`src/sv/source_text_tokenizer_top_defines.svh`:
```
// assertion macros for the tokenizer
`ifndef SOURCE_TEXT_TOKENIZER_TOP_DEFINES_SVH
`define SOURCE_TEXT_TOKENIZER_TOP_DEFINES_SVH

// condition holds at every edge out of reset
`define SST_ASSERT_ALWAYS(lbl, cond, msg) \
    lbl: assert property (@(posedge i_clk) disable iff (!i_rst_n) (cond)) else $error(msg);

// consequent holds in the cycle after the antecedent
`define SST_ASSERT_NEXT(lbl, ante, cons, msg) \
    lbl: assert property (@(posedge i_clk) disable iff (!i_rst_n) (ante) |=> (cons)) \
        else $error(msg);

`endif

```
`src/sv/sst_pkg.sv`:
```
package sst_pkg;

    localparam int QUEUE_DEPTH = 2;

    localparam logic [2:0] MODE_IDLE  = 3'd0;
    localparam logic [2:0] MODE_IDENT = 3'd1;
    localparam logic [2:0] MODE_STR   = 3'd2;
    localparam logic [2:0] MODE_SLASH = 3'd3;
    localparam logic [2:0] MODE_LINE  = 3'd4;
    localparam logic [2:0] MODE_BLOCK = 3'd5;
    localparam logic [2:0] MODE_BSTAR = 3'd6;

    localparam logic [3:0] KIND_IDENT  = 4'd0;
    localparam logic [3:0] KIND_STR    = 4'd1;
    localparam logic [3:0] KIND_EQ     = 4'd2;
    localparam logic [3:0] KIND_LPAREN = 4'd3;
    localparam logic [3:0] KIND_RPAREN = 4'd4;
    localparam logic [3:0] KIND_LBRACE = 4'd5;
    localparam logic [3:0] KIND_RBRACE = 4'd6;
    localparam logic [3:0] KIND_SEMI   = 4'd7;
    localparam logic [3:0] KIND_COMMA  = 4'd8;
    localparam logic [3:0] KIND_PLUS   = 4'd9;
    localparam logic [3:0] KIND_EOF    = 4'd10;

    localparam logic [7:0] CH_NUL    = 8'h00;
    localparam logic [7:0] CH_TAB    = 8'h09;
    localparam logic [7:0] CH_LF     = 8'h0A;
    localparam logic [7:0] CH_CR     = 8'h0D;
    localparam logic [7:0] CH_SPACE  = 8'h20;
    localparam logic [7:0] CH_QUOTE  = 8'h22;
    localparam logic [7:0] CH_LPAREN = 8'h28;
    localparam logic [7:0] CH_RPAREN = 8'h29;
    localparam logic [7:0] CH_STAR   = 8'h2A;
    localparam logic [7:0] CH_PLUS   = 8'h2B;
    localparam logic [7:0] CH_COMMA  = 8'h2C;
    localparam logic [7:0] CH_SLASH  = 8'h2F;
    localparam logic [7:0] CH_SEMI   = 8'h3B;
    localparam logic [7:0] CH_EQ     = 8'h3D;
    localparam logic [7:0] CH_LBRACE = 8'h7B;
    localparam logic [7:0] CH_RBRACE = 8'h7D;

    typedef struct packed {
        logic [3:0] token_kind;
        logic [7:0] char_value;
        logic       has_char;
        logic       token_last;
        logic       unterminated;
    } t_result;

    typedef struct packed {
        logic [1:0] count;
        t_result    res0;
        t_result    res1;
    } t_step;

endpackage

```
`src/sv/sst_ifs.sv`:
```
interface sst_char_if;
    logic       valid;
    logic       ready;
    logic [7:0] char_in;
    logic       end_of_input;

    modport source (output valid, output char_in, output end_of_input, input ready);
    modport sink (input valid, input char_in, input end_of_input, output ready);
endinterface

interface sst_token_if;
    logic       valid;
    logic       ready;
    logic [3:0] token_kind;
    logic [7:0] char_value;
    logic       has_char;
    logic       token_last;
    logic       unterminated;

    modport source (
        output valid, output token_kind, output char_value, output has_char,
        output token_last, output unterminated, input ready
    );
    modport sink (
        input valid, input token_kind, input char_value, input has_char,
        input token_last, input unterminated, output ready
    );
endinterface

```
`src/sv/source_text_tokenizer_top.sv`:
```
// Streaming tokenizer: source bytes in on i_char_if, token items out on o_token_if.
// A byte is taken every cycle while the input does not stall; it is held in an input
// register, is classified against the scan mode in a single step of logic and its
// results (zero, one or, when a byte ends an identifier and starts another token,
// two) go into a two-entry result queue whose head drives the output. The input
// stalls only while the result queue lacks room for the items of the registered byte.
`include "source_text_tokenizer_top_defines.svh"

module source_text_tokenizer_top (
    input  logic        i_clk,
    input  logic        i_rst_n,
    sst_char_if.sink    i_char_if,
    sst_token_if.source o_token_if
);

    logic           r_valid;
    logic [7:0]     r_char;
    logic           r_end;
    logic [2:0]     r_mode;
    logic [2:0]     n_mode;
    sst_pkg::t_step w_step;
    logic [1:0]     w_free;
    logic [1:0]     w_cnt;
    logic           w_fire;
    logic           w_take;

    assign w_fire          = r_valid && (w_step.count <= w_free);
    assign i_char_if.ready = !r_valid || w_fire;
    assign w_take          = i_char_if.valid && i_char_if.ready;

    sst_lex u_lex (
        .i_mode      (r_mode),
        .i_char      (r_char),
        .i_end       (r_end),
        .o_next_mode (n_mode),
        .o_step      (w_step)
    );

    sst_outq u_outq (
        .i_clk   (i_clk),
        .i_rst_n (i_rst_n),
        .i_push  (w_fire),
        .i_step  (w_step),
        .o_free  (w_free),
        .o_cnt   (w_cnt),
        .o_tok   (o_token_if)
    );

    always_ff @(posedge i_clk) begin
        if (!i_rst_n) begin
            r_valid <= 1'b0;
            r_mode  <= sst_pkg::MODE_IDLE;
        end else begin
            if (w_take) begin
                r_valid <= 1'b1;
            end else if (w_fire) begin
                r_valid <= 1'b0;
            end
            if (w_fire) begin
                r_mode <= n_mode;
            end
        end
        if (w_take) begin
            r_char <= i_char_if.char_in;
            r_end  <= i_char_if.end_of_input;
        end
    end

    `SST_ASSERT_ALWAYS(a_queue_bound, w_cnt <= 2'(sst_pkg::QUEUE_DEPTH), "result queue overflow")
    `SST_ASSERT_ALWAYS(a_fire_fits, !w_fire || (w_step.count <= w_free), "items pushed without room")
    `SST_ASSERT_NEXT(a_take_holds, w_take, r_valid, "accepted byte lost from input register")
    `SST_ASSERT_NEXT(a_stall_mode, r_valid && !w_fire, r_mode == $past(r_mode), "mode moved on stall")

endmodule

```
`src/sv/sst_lex.sv`:
```
module sst_lex (
    input  logic [2:0]     i_mode,
    input  logic [7:0]     i_char,
    input  logic           i_end,
    output logic [2:0]     o_next_mode,
    output sst_pkg::t_step o_step
);

    typedef struct packed {
        logic              emit;
        sst_pkg::t_result  res;
        logic [2:0]        mode;
    } t_idle;

    function automatic t_idle idle_byte(input logic [7:0] c, input logic eof);
        t_idle r;
        r.emit = 1'b0;
        r.res  = '0;
        r.mode = sst_pkg::MODE_IDLE;
        if (eof) begin
            r.emit = 1'b1;
            r.res.token_kind = sst_pkg::KIND_EOF;
            r.res.token_last = 1'b1;
        end else if (c inside {sst_pkg::CH_SPACE, sst_pkg::CH_LF, sst_pkg::CH_CR,
                               sst_pkg::CH_TAB}) begin
            r.emit = 1'b0;
        end else if (c == sst_pkg::CH_SLASH) begin
            r.mode = sst_pkg::MODE_SLASH;
        end else if (c inside {[8'h30:8'h39], [8'h41:8'h5A], [8'h61:8'h7A]}) begin
            r.emit = 1'b1;
            r.res.token_kind = sst_pkg::KIND_IDENT;
            r.res.char_value = c;
            r.res.has_char   = 1'b1;
            r.mode = sst_pkg::MODE_IDENT;
        end else if (c == sst_pkg::CH_QUOTE) begin
            r.mode = sst_pkg::MODE_STR;
        end else begin
            r.emit = 1'b1;
            r.res.char_value = c;
            r.res.has_char   = 1'b1;
            r.res.token_last = 1'b1;
            case (c)
                sst_pkg::CH_EQ:     r.res.token_kind = sst_pkg::KIND_EQ;
                sst_pkg::CH_LPAREN: r.res.token_kind = sst_pkg::KIND_LPAREN;
                sst_pkg::CH_RPAREN: r.res.token_kind = sst_pkg::KIND_RPAREN;
                sst_pkg::CH_LBRACE: r.res.token_kind = sst_pkg::KIND_LBRACE;
                sst_pkg::CH_RBRACE: r.res.token_kind = sst_pkg::KIND_RBRACE;
                sst_pkg::CH_SEMI:   r.res.token_kind = sst_pkg::KIND_SEMI;
                sst_pkg::CH_COMMA:  r.res.token_kind = sst_pkg::KIND_COMMA;
                sst_pkg::CH_PLUS:   r.res.token_kind = sst_pkg::KIND_PLUS;
                default: begin
                    // unknown byte is dropped
                    r.emit = 1'b0;
                    r.res  = '0;
                end
            endcase
        end
        return r;
    endfunction

    logic  w_eof;
    logic  w_alnum;
    t_idle w_idle;

    assign w_eof   = i_end || (i_char == sst_pkg::CH_NUL);
    assign w_alnum = i_char inside {[8'h30:8'h39], [8'h41:8'h5A], [8'h61:8'h7A]};
    assign w_idle  = idle_byte(i_char, w_eof);

    always_comb begin
        o_next_mode  = i_mode;
        o_step       = '0;
        case (i_mode)
            sst_pkg::MODE_IDENT: begin
                if (!w_eof && w_alnum) begin
                    o_step.count = 2'd1;
                    o_step.res0.token_kind = sst_pkg::KIND_IDENT;
                    o_step.res0.char_value = i_char;
                    o_step.res0.has_char   = 1'b1;
                end else begin
                    // closing item, then the byte as in idle
                    o_step.count = 2'd1 + {1'b0, w_idle.emit};
                    o_step.res0.token_kind = sst_pkg::KIND_IDENT;
                    o_step.res0.token_last = 1'b1;
                    o_step.res1  = w_idle.res;
                    o_next_mode  = w_idle.mode;
                end
            end
            sst_pkg::MODE_STR: begin
                o_step.count = 2'd1;
                if (w_eof) begin
                    o_step.res0.token_kind   = sst_pkg::KIND_EOF;
                    o_step.res0.token_last   = 1'b1;
                    o_step.res0.unterminated = 1'b1;
                    o_next_mode = sst_pkg::MODE_IDLE;
                end else if (i_char == sst_pkg::CH_QUOTE) begin
                    o_step.res0.token_kind = sst_pkg::KIND_STR;
                    o_step.res0.token_last = 1'b1;
                    o_next_mode = sst_pkg::MODE_IDLE;
                end else begin
                    o_step.res0.token_kind = sst_pkg::KIND_STR;
                    o_step.res0.char_value = i_char;
                    o_step.res0.has_char   = 1'b1;
                end
            end
            sst_pkg::MODE_SLASH: begin
                if (!w_eof && i_char == sst_pkg::CH_SLASH) begin
                    o_next_mode = sst_pkg::MODE_LINE;
                end else if (!w_eof && i_char == sst_pkg::CH_STAR) begin
                    o_next_mode = sst_pkg::MODE_BLOCK;
                end else begin
                    o_step.count = {1'b0, w_idle.emit};
                    o_step.res0  = w_idle.res;
                    o_next_mode  = w_idle.mode;
                end
            end
            sst_pkg::MODE_LINE: begin
                if (w_eof) begin
                    o_step.count = {1'b0, w_idle.emit};
                    o_step.res0  = w_idle.res;
                    o_next_mode  = w_idle.mode;
                end else if (i_char == sst_pkg::CH_LF) begin
                    o_next_mode = sst_pkg::MODE_IDLE;
                end
            end
            sst_pkg::MODE_BLOCK: begin
                if (w_eof) begin
                    o_step.count = {1'b0, w_idle.emit};
                    o_step.res0  = w_idle.res;
                    o_next_mode  = w_idle.mode;
                end else if (i_char == sst_pkg::CH_STAR) begin
                    o_next_mode = sst_pkg::MODE_BSTAR;
                end
            end
            sst_pkg::MODE_BSTAR: begin
                if (w_eof) begin
                    o_step.count = {1'b0, w_idle.emit};
                    o_step.res0  = w_idle.res;
                    o_next_mode  = w_idle.mode;
                end else if (i_char == sst_pkg::CH_SLASH) begin
                    o_next_mode = sst_pkg::MODE_IDLE;
                end else if (i_char != sst_pkg::CH_STAR) begin
                    o_next_mode = sst_pkg::MODE_BLOCK;
                end
            end
            default: begin
                o_step.count = {1'b0, w_idle.emit};
                o_step.res0  = w_idle.res;
                o_next_mode  = w_idle.mode;
            end
        endcase
    end

endmodule

```
`src/sv/sst_outq.sv`:
```
module sst_outq (
    input  logic               i_clk,
    input  logic               i_rst_n,
    input  logic               i_push,
    input  sst_pkg::t_step     i_step,
    output logic [1:0]         o_free,
    output logic [1:0]         o_cnt,
    sst_token_if.source        o_tok
);

    sst_pkg::t_result r_slot [0:1];
    sst_pkg::t_result n_slot [0:1];
    logic [1:0]       r_cnt;
    logic [1:0]       n_cnt;
    logic [1:0]       w_base;
    logic             w_pop;

    assign w_pop  = o_tok.valid && o_tok.ready;
    assign o_free = 2'(sst_pkg::QUEUE_DEPTH) - r_cnt + {1'b0, w_pop};
    assign o_cnt  = r_cnt;

    always_comb begin
        n_slot = r_slot;
        w_base = r_cnt;
        if (w_pop) begin
            n_slot[0] = r_slot[1];
            w_base    = r_cnt - 2'd1;
        end
        n_cnt = w_base;
        if (i_push) begin
            if (i_step.count != 2'd0) begin
                n_slot[w_base[0]] = i_step.res0;
            end
            if (i_step.count == 2'd2) begin
                n_slot[1] = i_step.res1;
            end
            n_cnt = w_base + i_step.count;
        end
    end

    always_ff @(posedge i_clk) begin
        if (!i_rst_n) begin
            r_cnt <= 2'd0;
        end else begin
            r_cnt <= n_cnt;
        end
        r_slot <= n_slot;
    end

    assign o_tok.valid        = (r_cnt != 2'd0);
    assign o_tok.token_kind   = r_slot[0].token_kind;
    assign o_tok.char_value   = r_slot[0].char_value;
    assign o_tok.has_char     = r_slot[0].has_char;
    assign o_tok.token_last   = r_slot[0].token_last;
    assign o_tok.unterminated = r_slot[0].unterminated;

endmodule

```
`src/flat_wrapper.sv`:
```
// flat-port wrapper written by rule: the top's interface ports become plain ports
module source_text_tokenizer_top_flat 
  (i_clk, i_rst_n, i_char_if_valid, i_char_if_char_in, i_char_if_end_of_input, i_char_if_ready, o_token_if_valid, o_token_if_token_kind, o_token_if_char_value, o_token_if_has_char, o_token_if_token_last, o_token_if_unterminated, o_token_if_ready);
  sst_char_if i_char_if_i ();
  sst_token_if o_token_if_i ();
  input  logic i_clk;
  input  logic i_rst_n;
  input wire logic [$bits(i_char_if_i.valid)-1:0] i_char_if_valid;
  input wire logic [$bits(i_char_if_i.char_in)-1:0] i_char_if_char_in;
  input wire logic [$bits(i_char_if_i.end_of_input)-1:0] i_char_if_end_of_input;
  output wire logic [$bits(i_char_if_i.ready)-1:0] i_char_if_ready;
  output wire logic [$bits(o_token_if_i.valid)-1:0] o_token_if_valid;
  output wire logic [$bits(o_token_if_i.token_kind)-1:0] o_token_if_token_kind;
  output wire logic [$bits(o_token_if_i.char_value)-1:0] o_token_if_char_value;
  output wire logic [$bits(o_token_if_i.has_char)-1:0] o_token_if_has_char;
  output wire logic [$bits(o_token_if_i.token_last)-1:0] o_token_if_token_last;
  output wire logic [$bits(o_token_if_i.unterminated)-1:0] o_token_if_unterminated;
  input wire logic [$bits(o_token_if_i.ready)-1:0] o_token_if_ready;
  assign i_char_if_i.valid = i_char_if_valid;
  assign i_char_if_i.char_in = i_char_if_char_in;
  assign i_char_if_i.end_of_input = i_char_if_end_of_input;
  assign i_char_if_ready = i_char_if_i.ready;
  assign o_token_if_valid = o_token_if_i.valid;
  assign o_token_if_token_kind = o_token_if_i.token_kind;
  assign o_token_if_char_value = o_token_if_i.char_value;
  assign o_token_if_has_char = o_token_if_i.has_char;
  assign o_token_if_token_last = o_token_if_i.token_last;
  assign o_token_if_unterminated = o_token_if_i.unterminated;
  assign o_token_if_i.ready = o_token_if_ready;
  source_text_tokenizer_top u_core (.i_clk(i_clk), .i_rst_n(i_rst_n), .i_char_if(i_char_if_i), .o_token_if(o_token_if_i));
endmodule
```
`config.mk`:
```
export PLATFORM = sky130hd
export DESIGN_NAME = source_text_tokenizer_top_flat
export DESIGN_NICKNAME = d
export VERILOG_FILES = /design/src/sv/sst_pkg.sv /design/src/sv/sst_ifs.sv /design/src/sv/source_text_tokenizer_top.sv /design/src/sv/sst_lex.sv /design/src/sv/sst_outq.sv /design/src/flat_wrapper.sv
export VERILOG_INCLUDE_DIRS = /design/src /design/src/sv
export SDC_FILE = /design/constraint.sdc
export NUM_CORES = 1
export LEC_CHECK = 0
export CAP_MARGIN = 10
export CORE_MARGIN = 3
export CORE_UTILIZATION = 25
export DETAILED_ROUTE_END_ITERATION = 8
export DONT_BUFFER_PORTS = 1
export HOLD_SLACK_MARGIN = 0.08
export MAX_ROUTING_LAYER = met4
export PLACE_DENSITY = 0.43
export SYNTH_ARGS = -nofsm -noshare
export SYNTH_HDL_FRONTEND = slang
export SYNTH_SLANG_ARGS = --single-unit
```
`constraint.sdc`:
```
create_clock -name i_clk -period 6.42 [get_ports i_clk]
set_input_delay 1.284 -clock i_clk [delete_from_list [all_inputs] [get_ports i_clk]]
set_output_delay 1.284 -clock i_clk [all_outputs]
set_load 0.005 [all_outputs]
```
==> metrics.log <==
INFO  metric groute.layer.met1.usage = a little under a fifth
INFO  metric use_met3 = 2.45%
INFO  metric synthesis_to_layout_area_growth = 4.90%
INFO  metric worst_ep_arrival_time = about 3.8 ns
INFO  metric power_per_cell_area = 408 nW/um^2
INFO  metric grt_remaining_overflow = 0
INFO  metric crit_slowest_cell = sky130_fd_sc_hd__ha_1
INFO  metric gp_congestion = just over 0.9
INFO  metric ys_types = between 60 and 70
INFO  metric min_path_type = reg -> reg
INFO  metric route.antenna.remaining_nets = 0
INFO  metric clock_tree_from_tritoncts = done
INFO  metric layout.nets = 320
INFO  metric die-area = ~13000 um^2
INFO  metric num_io_pins = 30
INFO  metric synth-main-ff-cell = sky130_fd_sc_hd__edfxtp_1
INFO  metric synthCells = between 300 and 400
INFO  metric slew_viol_final = 0
INFO  metric placementRows = 39
INFO  metric place_area = ~3000 um^2
INFO  metric pin_count_of_the_biggest_net_entering_global_routing = 20
INFO  metric min_period_over_period = 78.5%
INFO  metric starting_utilization_of_the_core_area = 25.9%
INFO  metric nFillCells = 1257
INFO  metric post_cts_hold_buffer_count = 0
INFO  metric final_design_area_no_fill = approximately 3200 um^2
INFO  metric yosys.area.top_type = sky130_fd_sc_hd__edfxtp_1
INFO  metric yosys_warnings = 0
INFO  metric placeableCoreArea = between 10000 and 15000 um^2
INFO  metric actual_slew_at_the_worst_max_slew_pin = 1.08 ns
INFO  metric final_period_minus_worst_setup_slack = 5.04 ns
INFO  metric crit_chain = nor2b_2 -> buf_4 -> inv_1 -> ha_1 -> clkinv_1 -> ha_1 -> o22ai_1 -> inv_1 -> nand2_1
INFO  metric via_density_per_instance = 5.39
INFO  metric startpoint_type = input pin
INFO  metric post_synth_most_frequent_cells = sky130_fd_sc_hd__mux2i_1, sky130_fd_sc_hd__nand2_1, sky130_fd_sc_hd__edfxtp_1
INFO  metric critPathLaunch = o_token_if_ready
INFO  metric area_fraction_of_the_dominant_cell_type_after_synthesis = 23.9%
INFO  metric postSynthRegisterBits = between 40 and 50
INFO  metric grt_pass1_wl = around 13000 um
INFO  metric slowest_delay = ~0.61 ns
INFO  metric drv.max_cap_violation_count = 0
INFO  metric post_cts.resized_instances = 0
INFO  metric detail_route.first_pass.iterations = 4
INFO  metric number_of_global_route_vias_before_repair = 2342
INFO  metric antenna_found_initial = 0
INFO  metric rsz0062_at_grt = no
INFO  metric cp-endpoint = i_char_if_ready
INFO  metric fin_tns_setup = 0 ns
INFO  metric post_cts.repair.setup_buffers = 0
INFO  metric synth_sequential_area_ratio = around 38%
INFO  metric slew-limit-headroom = between 20% and 30%
INFO  metric r2r_depth = 12
INFO  metric io_buffers = 0
INFO  metric crit_fanout = 18
INFO  metric post_route_cells_drive_above_1_share = 6.60%
INFO  metric max_h_tree_level = 2
INFO  metric most_heavily_used_metal_layer_in_global_routing = met1
INFO  metric post_synth_edffs = 24
INFO  metric grt_usage = approximately 13%
INFO  metric wl = roughly 8000 um
INFO  metric maximum_buffer_depth_of_the_clock_tree = 2
INFO  metric async_reset_ff_share = 0%
INFO  metric synthMostInstantiatedCell = sky130_fd_sc_hd__mux2i_1
INFO  metric die_w = between 100 and 150 um
INFO  metric clock_sinks = 45
INFO  metric insertion_delay = just under 0.3 ns
INFO  metric finalHoldViolations = 0
INFO  metric routed_wire_length_per_instance = approximately 18 um
INFO  metric leakagePower = around 1.2 nW
INFO  metric run_status = finished, final reports clean
INFO  metric r2r_start = u_core.r_char[1]
INFO  metric drt_iter0_markers = about 150
INFO  metric critical_path_required = slightly above 5 ns
INFO  metric cp-end-kind = primary output
INFO  metric drc_errors = 0
INFO  metric finalSetupViolCount = 0
INFO  metric max_freq = 198 MHz
INFO  metric ff2ff_setup_slack = 2.08 ns
INFO  metric clock-skew-final = ~0.0040 ns
INFO  metric hpwl = ~5800 um
INFO  metric dr_total_vias = around 2.4k
INFO  metric yosys-top-cells-area = sky130_fd_sc_hd__edfxtp_1, sky130_fd_sc_hd__dfxtp_1, sky130_fd_sc_hd__mux2i_1
INFO  metric power.ir.vdd_worst = about 0.00015 V
INFO  metric antenna-diode-count = 0
INFO  metric groute.layer.met2.usage = roughly a fifth
INFO  metric syn_avg_cell_area = 9.26 um^2
INFO  metric crit-reg2reg-capture = u_core.u_outq.o_tok.token_kind[2]
INFO  metric tritoncts.num_buffers = 5
INFO  metric dieHeight = 116 um
INFO  metric worst_setup_hold_path_clk_slew = 0.06 ns
INFO  metric clock_root_buffer = sky130_fd_sc_hd__clkbuf_16
INFO  metric worstSetupPathType = in -> out
INFO  metric synth_area = ~3000 um^2
INFO  metric synth_fp_nets = 343
power breakdown:
part | total [mW] | switching, mW | internal, mW
clock network | 0.286 | 0.117 | 0.169
registers | 0.503 | 0.0862 | 0.416
logic | 0.500 | 0.294 | 0.205
total | 1.29 | 0.497 | 0.791
worst min path at each step:
stage | endpoint | from | slack (ns) | cells after the start
after floorplan | u_core.u_outq.o_tok.char_value[0] | u_core.u_outq.o_tok.char_value[0] | 0.51 | 2
after global placement | u_core.u_outq.o_tok.char_value[5] | u_core.u_outq.r_slot[8] | 0.55 | 2
after detailed placement | u_core.u_outq.r_slot[7] | u_core.u_outq.r_slot[7] | 0.56 | 1
after CTS | u_core.u_outq.r_slot[7] | u_core.u_outq.r_slot[7] | 0.57 | 1
after global routing | u_core.u_outq.r_slot[13] | u_core.u_outq.r_slot[13] | 0.61 | 1
final | u_core.u_outq.r_slot[7] | u_core.u_outq.r_slot[7] | 0.57 | 1
registers in the layout, summed over array words and instances, names as in the netlist:
signal                            count
u_core.r_char                         8
u_core.r_end                          1
u_core.r_mode                         3
u_core.r_valid                        1
u_core.u_outq.o_cnt                   2
u_core.u_outq.o_tok.char_value        8
u_core.u_outq.o_tok.has_char          1
u_core.u_outq.o_tok.token_kind        4
u_core.u_outq.o_tok.token_last        1
u_core.u_outq.o_tok.unterminated      1
u_core.u_outq.r_slot                 15
kinds of logic after synthesis:
kind of cell | after synthesis | share of synthesized area (%)
adders and majority gates | 5 | 2.08
and+or+nand+nor | 95 | 17.3
DFF | 45 | 37.9
xor gates and xnor gates | 2 | 0.582
muxes | 31 | 10.3
AOI/OAI and AO/OA | 97 | 22.4
buffers and inverters | 50 | 9.39
cell type report:
class	instances	area [um^2]	area share, %
timing repair buffer	3	22.5	0.713
multi-input combinational	230	1590	50.3
inverter	17	63.8	2.02
clock buffer	7	154	4.87
clock inverter	1	8.76	0.277
tap	143	179	5.67
sequential	45	1140	36.1
metal layers:
metal / share of wire, % / vias up
met5: 0 / -
met4: 0.77 / 0
met3: 6.4 / 7
met2: 44 / 78
met1: 49 / 1166
li1: - / 1155
critical path, delay by kind of cell:
kind            cells  cell delay (ns)
fa+ha+maj           2             1.01
buf+inv             4             0.87
compound gates      1             0.36
simple gates        2             0.22
layout by cell type, fill, tap and decap left out, types with 6 or more instances in the layout:
| cell | synthesis | layout |
|---|---|---|
| sky130_fd_sc_hd__nand2_1 | 28 | 28 |
| sky130_fd_sc_hd__o21ai_0 | 21 | 21 |
| sky130_fd_sc_hd__edfxtp_1 | 24 | 24 |
| sky130_fd_sc_hd__nand3_1 | 10 | 10 |
| sky130_fd_sc_hd__dfxtp_1 | 21 | 21 |
| sky130_fd_sc_hd__nor2_1 | 14 | 14 |
| sky130_fd_sc_hd__mux2i_1 | 31 | 31 |
| sky130_fd_sc_hd__a32o_1 | 6 | 6 |
| sky130_fd_sc_hd__a21oi_1 | 21 | 21 |
| sky130_fd_sc_hd__nand2b_1 | 9 | 9 |
| sky130_fd_sc_hd__inv_1 | 15 | 15 |
| sky130_fd_sc_hd__clkbuf_16 | 0 | 6 |
per-stage QoR:
stage	instances	utilization, %	power [mW]	setup WS, ns	hold slack [ns]
6_report	446	27.2	1.29	1.38	0.567
4_1_cts	446	27.2	1.30	1.36	0.572
5_1_grt	446	27.2	1.39	1.10	0.613
3_5_place_dp	438	25.8	1.01	1.34	0.556
3_3_place_gp	438	25.8	1.00	1.42	0.548
2_1_floorplan	325	-	0.936	1.49	0.508
Note: power is estimated with default switching activity, not from simulation.
